[src/otmf_pkg.sv]
`timescale 1ns / 1ps
package otmf_pkg;

   localparam int SMP_W = 8;   // sample and distance width

   typedef logic [SMP_W-1:0] sample_type;
   typedef logic [1:0] alu_op_type;

   localparam alu_op_type OP_ADD   = 2'd0;
   localparam alu_op_type OP_SCALE = 2'd1;
   localparam alu_op_type OP_GAP   = 2'd2;

   typedef struct packed {
      logic farther;  // gap beats the best gap so far
   } alu_flag_type;

endpackage

[src/otmf_window.sv]
`timescale 1ns / 1ps
module otmf_window #(
   parameter int WINDOW = 8,
   parameter int IDX_W  = 3
) (
   input  logic                 clock,
   input  logic                 reset,
   input  logic                 shift_en,
   input  otmf_pkg::sample_type shift_data,
   input  logic [IDX_W-1:0]     rd_idx,
   output otmf_pkg::sample_type rd_data
);
   import otmf_pkg::*;

   sample_type slot_ff [WINDOW];

   // shift line: slot 0 takes the new sample, the oldest falls off the end
   always_ff @(posedge clock) begin
      if (reset) begin
         for (int i = 0; i < WINDOW; i++) begin
            slot_ff[i] <= '0;
         end
      end else if (shift_en) begin
         slot_ff[0] <= shift_data;
         for (int i = 1; i < WINDOW; i++) begin
            slot_ff[i] <= slot_ff[i-1];
         end
      end
   end

   assign rd_data = slot_ff[rd_idx];

endmodule

[src/otmf_alu.sv]
`timescale 1ns / 1ps
module otmf_alu #(
   parameter int ACC_W  = 11,
   parameter int REC_W  = 15,
   parameter int REC_SH = 14
) (
   input  otmf_pkg::alu_op_type   op,
   input  logic [ACC_W-1:0]       a,
   input  logic [ACC_W-1:0]       b,
   input  logic [REC_W-1:0]       recip,
   input  otmf_pkg::sample_type   best_gap,
   output logic [ACC_W-1:0]       res,
   output otmf_pkg::alu_flag_type flag
);
   import otmf_pkg::*;

   localparam int PROD_W = ACC_W + REC_W;

   logic [PROD_W-1:0] prod;
   logic [PROD_W-1:0] scaled;
   logic [SMP_W:0]    diff;
   sample_type        gap;

   // divide by a constant: multiply by the rounded-up reciprocal, drop the fraction
   assign prod   = PROD_W'(a) * PROD_W'(recip);
   assign scaled = prod >> REC_SH;
   assign diff   = {1'b0, a[SMP_W-1:0]} - {1'b0, b[SMP_W-1:0]};
   assign gap    = diff[SMP_W] ? SMP_W'(-diff) : diff[SMP_W-1:0];

   always_comb begin
      res          = '0;
      flag.farther = 1'b0;
      case (op)
         OP_ADD: begin
            res = a + b;
         end
         OP_SCALE: begin
            res = scaled[ACC_W-1:0];
         end
         OP_GAP: begin
            res          = ACC_W'(gap);
            flag.farther = gap > best_gap;
         end
         default: begin
            res = '0;
         end
      endcase
   end

endmodule

[src/outlier_trimmed_mean_filter.sv]
`timescale 1ns / 1ps
// One shared add/gap/scale unit walks the window four times (sum, two outlier searches,
// trimmed sum) and scales each sum by a constant reciprocal. Requests are taken only in
// idle, so one request is finished before the next is accepted. A finished response waits
// in its own register; while it is held, the next result waits in the done state and the
// input stalls.
// Reset (synchronous, active high) zeroes the window and returns the sequencer to idle.
module outlier_trimmed_mean_filter #(
   parameter int WINDOW = 8
) (
   input  logic                 clock,
   input  logic                 reset,
   input  logic                 req_valid,
   output logic                 req_ready,
   input  logic                 req_new_sample,
   input  otmf_pkg::sample_type req_sample,
   output logic                 rsp_valid,
   input  logic                 rsp_ready,
   output otmf_pkg::sample_type rsp_distance
);
   import otmf_pkg::*;

   localparam int IDX_W  = $clog2(WINDOW);
   localparam int ACC_W  = $clog2(WINDOW * 255 + 1);
   // shift of the sum width plus log2 of the largest divisor keeps the floor exact
   localparam int REC_SH = ACC_W + $clog2(WINDOW);
   localparam int REC_W  = REC_SH + 1;
   localparam logic [IDX_W-1:0] LAST_IDX = IDX_W'(WINDOW - 1);
   localparam logic [REC_W-1:0] REC_ALL  = REC_W'(((1 << REC_SH) + WINDOW - 1) / WINDOW);
   localparam logic [REC_W-1:0] REC_TRIM =
      REC_W'(((1 << REC_SH) + WINDOW - 3) / (WINDOW - 2));

   localparam logic [2:0] ST_IDLE  = 3'd0;
   localparam logic [2:0] ST_SUM   = 3'd1;
   localparam logic [2:0] ST_DIV1  = 3'd2;
   localparam logic [2:0] ST_FIND1 = 3'd3;
   localparam logic [2:0] ST_FIND2 = 3'd4;
   localparam logic [2:0] ST_SUM2  = 3'd5;
   localparam logic [2:0] ST_DIV2  = 3'd6;
   localparam logic [2:0] ST_DONE  = 3'd7;

   logic [2:0]       state_ff, state_in;
   logic [IDX_W-1:0] idx_ff, idx_in;
   logic [ACC_W-1:0] acc_ff, acc_in;
   sample_type       avg_ff, avg_in;
   logic [IDX_W-1:0] first_ff, first_in;
   logic [IDX_W-1:0] best_ff, best_in;
   sample_type       best_gap_ff, best_gap_in;
   logic             best_vld_ff, best_vld_in;
   logic             rsp_valid_ff, rsp_valid_in;
   sample_type       rsp_distance_ff, rsp_distance_in;

   logic             shift_en;
   sample_type       rd_data;
   alu_op_type       alu_op;
   logic [ACC_W-1:0] alu_a, alu_b, alu_res;
   logic [REC_W-1:0] alu_rec;
   alu_flag_type     alu_flag;
   logic             last;
   logic             take;

   otmf_window #(
      .WINDOW (WINDOW),
      .IDX_W  (IDX_W)
   ) u_window (
      .clock      (clock),
      .reset      (reset),
      .shift_en   (shift_en),
      .shift_data (req_sample),
      .rd_idx     (idx_ff),
      .rd_data    (rd_data)
   );

   otmf_alu #(
      .ACC_W  (ACC_W),
      .REC_W  (REC_W),
      .REC_SH (REC_SH)
   ) u_alu (
      .op       (alu_op),
      .a        (alu_a),
      .b        (alu_b),
      .recip    (alu_rec),
      .best_gap (best_gap_ff),
      .res      (alu_res),
      .flag     (alu_flag)
   );

   assign req_ready    = (state_ff == ST_IDLE);
   assign rsp_valid    = rsp_valid_ff;
   assign rsp_distance = rsp_distance_ff;
   assign shift_en     = req_valid && req_ready && req_new_sample;
   assign last         = (idx_ff == LAST_IDX);

   // operand select for the shared unit
   always_comb begin
      alu_op  = OP_ADD;
      alu_a   = acc_ff;
      alu_b   = ACC_W'(rd_data);
      alu_rec = REC_ALL;
      case (state_ff)
         ST_DIV1: begin
            alu_op = OP_SCALE;
         end
         ST_DIV2: begin
            alu_op  = OP_SCALE;
            alu_rec = REC_TRIM;
         end
         ST_FIND1, ST_FIND2: begin
            alu_op = OP_GAP;
            alu_a  = ACC_W'(avg_ff);
         end
         default: begin
            alu_op = OP_ADD;
         end
      endcase
   end

   // candidate slot for the outlier search
   always_comb begin
      take = 1'b0;
      if (state_ff == ST_FIND1) begin
         take = !best_vld_ff || alu_flag.farther;
      end else if (state_ff == ST_FIND2) begin
         take = (idx_ff != first_ff) && (!best_vld_ff || alu_flag.farther);
      end
   end

   always_comb begin
      state_in        = state_ff;
      idx_in          = idx_ff;
      acc_in          = acc_ff;
      avg_in          = avg_ff;
      first_in        = first_ff;
      best_in         = best_ff;
      best_gap_in     = best_gap_ff;
      best_vld_in     = best_vld_ff;
      rsp_valid_in    = rsp_valid_ff && !rsp_ready;
      rsp_distance_in = rsp_distance_ff;
      if (take) begin
         best_in     = idx_ff;
         best_gap_in = alu_res[SMP_W-1:0];
         best_vld_in = 1'b1;
      end
      case (state_ff)
         ST_IDLE: begin
            if (req_valid) begin
               idx_in   = '0;
               acc_in   = '0;
               state_in = ST_SUM;
            end
         end
         ST_SUM: begin
            acc_in = alu_res;
            if (last) begin
               state_in = ST_DIV1;
            end else begin
               idx_in = idx_ff + 1'b1;
            end
         end
         ST_DIV1: begin
            avg_in      = alu_res[SMP_W-1:0];
            idx_in      = '0;
            best_vld_in = 1'b0;
            state_in    = ST_FIND1;
         end
         ST_FIND1: begin
            if (last) begin
               first_in    = best_in;
               best_vld_in = 1'b0;
               idx_in      = '0;
               state_in    = ST_FIND2;
            end else begin
               idx_in = idx_ff + 1'b1;
            end
         end
         ST_FIND2: begin
            if (last) begin
               idx_in   = '0;
               acc_in   = '0;
               state_in = ST_SUM2;
            end else begin
               idx_in = idx_ff + 1'b1;
            end
         end
         ST_SUM2: begin
            // drop both outliers from the trimmed sum
            if (idx_ff != first_ff && idx_ff != best_ff) begin
               acc_in = alu_res;
            end
            if (last) begin
               state_in = ST_DIV2;
            end else begin
               idx_in = idx_ff + 1'b1;
            end
         end
         ST_DIV2: begin
            acc_in   = alu_res;
            state_in = ST_DONE;
         end
         ST_DONE: begin
            // hold until the response register is free
            if (!rsp_valid_ff || rsp_ready) begin
               rsp_valid_in    = 1'b1;
               rsp_distance_in = acc_ff[SMP_W-1:0];
               state_in        = ST_IDLE;
            end
         end
         default: begin
            state_in = ST_IDLE;
         end
      endcase
   end

   always_ff @(posedge clock) begin
      if (reset) begin
         state_ff     <= ST_IDLE;
         rsp_valid_ff <= 1'b0;
         best_vld_ff  <= 1'b0;
      end else begin
         state_ff     <= state_in;
         rsp_valid_ff <= rsp_valid_in;
         best_vld_ff  <= best_vld_in;
      end
   end

   always_ff @(posedge clock) begin
      idx_ff          <= idx_in;
      acc_ff          <= acc_in;
      avg_ff          <= avg_in;
      first_ff        <= first_in;
      best_ff         <= best_in;
      best_gap_ff     <= best_gap_in;
      rsp_distance_ff <= rsp_distance_in;
   end

endmodule
[config.mk]
export PLATFORM = sky130hd
export DESIGN_NAME = outlier_trimmed_mean_filter
export DESIGN_NICKNAME = d
export VERILOG_FILES = /design/src/otmf_pkg.sv /design/src/otmf_window.sv /design/src/otmf_alu.sv /design/src/outlier_trimmed_mean_filter.sv
export SDC_FILE = /design/constraint.sdc
export NUM_CORES = 1
export LEC_CHECK = 0
export BUFFER_PORTS_ARGS = -buffer_cell sky130_fd_sc_hd__buf_2
export CORE_MARGIN = 2
export CORE_UTILIZATION = 59
export CTS_CLUSTER_DIAMETER = 50
export CTS_CLUSTER_SIZE = 28
export DETAILED_ROUTE_END_ITERATION = 16
export PLACE_DENSITY_LB_ADDON = 0.15
export SLEW_MARGIN = 10
export SYNTH_ARGS = -nofsm -noshare
export SYNTH_HDL_FRONTEND = slang
export SYNTH_HIERARCHICAL = 1
export SYNTH_SLANG_ARGS = --single-unit
[constraint.sdc]
create_clock -name clock -period 6.1 [get_ports clock]
set_input_delay 1.22 -clock clock [delete_from_list [all_inputs] [get_ports clock]]
set_output_delay 1.22 -clock clock [all_outputs]
set_load 0.01 [all_outputs]
==> impl_metrics.tcl <==
set metrics [dict create \
    critPathKind "register to register" \
    setup.worst_path.start_class "register" \
    pin_count 23 \
    finalInstanceArea_mm2 0.01325 \
    fill_cells 1490 \
    worst_ep_arrival_time_ns 6.11 \
    firstDrtPassIters 7 \
    routed_wl_mm 24.59 \
    clkTransAtPathRegs_ns 0.05 \
    finalPower_mw 5.544 \
    slowest_stage "fa_1" \
    synth_area_leaders "edfxtp_1, fa_1, ha_1, and2_1, inv_1" \
    drv_slew 0 \
    fin_skew_ns 0.01603 \
    drive_above_1_share_pct 17.88 \
    period_share_pct 97.85 \
    setup_slack_ns 0.1311 \
    synth_top_area_share_pct 27.29 \
    initial_core_util_pct 59.76 \
    dp_hpwl_mm 18.28 \
    io_buffers 22 \
    drt-initial-drc-count 374 \
    fin_crit_ns 5.969 \
    fmax_mhz 167.5 \
    die_area_mm2 0.02072 \
    cp_max_fo 8 \
    stdcell_count 1456 \
    overflow 0 \
    yosys.area.top_type "edfxtp_1" \
    detailedPlace.worstSlack_ns -0.003504 \
    placed_area_mm2 0.01226 \
    critical_path.cell_chain "nand2b_4, o21a_4, buf_4, mux2_4, nand2_1, fa_1, fa_1, inv_1, ha_1, fa_1, inv_1, fa_1, inv_1, ha_4, o21ai_2, o22ai_4, o31ai_2, o211ai_2, a211oi_2, xor2_1, o32ai_2, nor2b_2" \
    postLayoutCoreUtil_pct 68.50 \
    drv_cap 0 \
    multi_input_comb_area_mm2 0.007709 \
    ys.flop_type "edfxtp_1" \
    area_delta_synth_final_pct 14.64 \
    vias 7893 \
    synth_cell_types 84 \
    core_mm2 0.01933 \
    yosys_warnings 6 \
    grt_antenna_before_repair 0 \
    worst_pin_slew_ns 0.9795 \
    cp_common_cell "fa_1" \
    synth_seq_cells 113 \
    dp_cells 1413 \
    hp-class "register to register" \
    nets 1394 \
    grt_max_degree 65 \
    cts_tree "built" \
    grt_use_total_pct 24.55 \
    cts.sinks 113 \
    htreeDepth 4 \
    postSynthCellCount 1107 \
    setup_violations 0 \
    peakVddDrop_mv 0.3098 \
    vias_per_cell 5.421 \
    numCtsBuffers 17 \
    grt_pass1_wl_mm 39.02 \
    cts_root_buf "clkbuf_16" \
    dieHeight_um 143.9 \
    drc 0 \
    cts_hold_buf 0 \
    grt_pass1_vias 7950 \
    dieWidth_um 143.9 \
    antenna_cells 0 \
    syn_avg_cell_area_um2 10.44 \
    rows 51 \
    place.gp.congestion 0.8943 \
    regArea_mm2 0.003319 \
    crit_required_ns 6.24 \
    slew-limit-headroom_pct 34.70 \
    holdWs_ns 0.4517 \
    synthArstFlopShare_pct 0 \
    hold_viol_final 0 \
    synth_edf_count 105 \
    p_leak_nw 5.969 \
    cpPeakStageDelay_ns 0.55 \
    ys_seq_area_share_pct 28.68 \
    syn-cell-area_mm2 0.01155 \
    routedWlPerCell_um 16.89 \
    insertion_delay_ns 0.42 \
    tns_ns 0 \
    clock_path_buffers 2 \
    status "finished, final reports clean" \
    crit_path_end_kind "register" \
    powerDensity_mw_per_mm2 418.5 \
    ant_nets 0 \
]
## what timing repair did
item | CTS | global route
buffers inserted | 0 | 8
endpoints found under the setup margin | 3 | 25
gates cloned | 0 | 3
pin swaps | 1 | 35
resized for setup | 3 | 57
## synth_stat cells (all sizes together) (4+ instances only)
master	count
a21oi	32
nor3	12
nand2b	10
nor2	30
nand2	105
inv	178
nand3	7
o31ai	4
or2	4
xor2	11
dfxtp	8
o211ai	9
mux2	19
nor2b	32
nand4	9
ha	87
buf	17
a21o	11
a211oi	9
o32ai	4
a31oi	4
edfxtp	105
clkbuf	36
fa	116
o21ai	23
xnor2	26
and3	4
mux4	16
and2	130
nor4	6
## kinds of logic after synthesis
logic type      synth area share [%]
simple gates                   17.33
buf+inv                        8.003
fa+ha+maj                      29.52
compound gates                 7.873
flops                          28.68
xor+xnor                       2.805
mux                            5.729
other cells                  0.06500
## critical path, delay by kind of cell (launching register included)
family / cells / cell delay, ns
buffers and inverters: 4 / 0.35
multiplexers: 1 / 0.25
adder cells (fa/ha/maj): 6 / 2.64
XOR/XNOR: 1 / 0.25
AND/OR/NAND/NOR: 3 / 0.41
AO/OA/AOI/OAI: 7 / 1.45
flip-flops: 1 / 0.34
## cell type report
type | instances | share of cell area [%]
Clock inverter | 14 | 0.8785
Timing Repair Buffer | 85 | 5.073
Multi-Input combinational cell | 783 | 58.20
Inverter | 178 | 5.044
Tap cell | 265 | 2.503
Sequential cell | 113 | 25.06
Clock buffer | 18 | 3.240
## path summary, 6_finish.rpt
path	from	end	slack (ns)	depth (start not counted)
min	acc_ff[3]	rsp_distance[3]	0.45	0
max reg2reg	state_ff[0]	acc_ff[6]	0.13	22
max	state_ff[0]	acc_ff[6]	0.13	22
min reg2reg	acc_ff[3]	rsp_distance[3]	0.45	0
## per-layer routing
layer | up-vias | GRT usage (%) | share of wire [%]
li1 | 3771 | - | -
met1 | 3951 | 32.58 | 44
met2 | 140 | 42.81 | 51
met3 | 31 | 3.499 | 3.0
met4 | 0 | 5.882 | 1.7
met5 | - | 0 | 0
## cell usage in the layout, fill, tap and decap left out, drive strengths merged, types with 10 or more instances in the layout
cell type and count:
conb 21, clkbuf 20, edfxtp 105, xnor2 26, a21o 11, nor2 30, fa 116, buf 83
o21ai 23, nand2b 10, a21oi 32, and2 130, ha 87, inv 180, nor2b 32, mux2 20
xor2 11, nor3 12, mux4 16, nand2 105
## report_power, final
| part | switching, mW | internal [mW] |
|---|---|---|
| logic | 2.05 | 1.61 |
| clock network | 0.352 | 0.555 |
| registers | 0.0402 | 0.945 |
| total | 2.44 | 3.11 |
## state kept, by name, summed over array words and instances, names as in the netlist
register and count:
acc_ff 11, avg_ff 8, best_ff 3, best_gap_ff 8, best_vld_ff 1, first_ff 3, idx_ff 3, rsp_distance 8
rsp_valid 1, state_ff 3, u_window/slot_ff 64
Note: power is estimated with default switching activity, not from simulation.
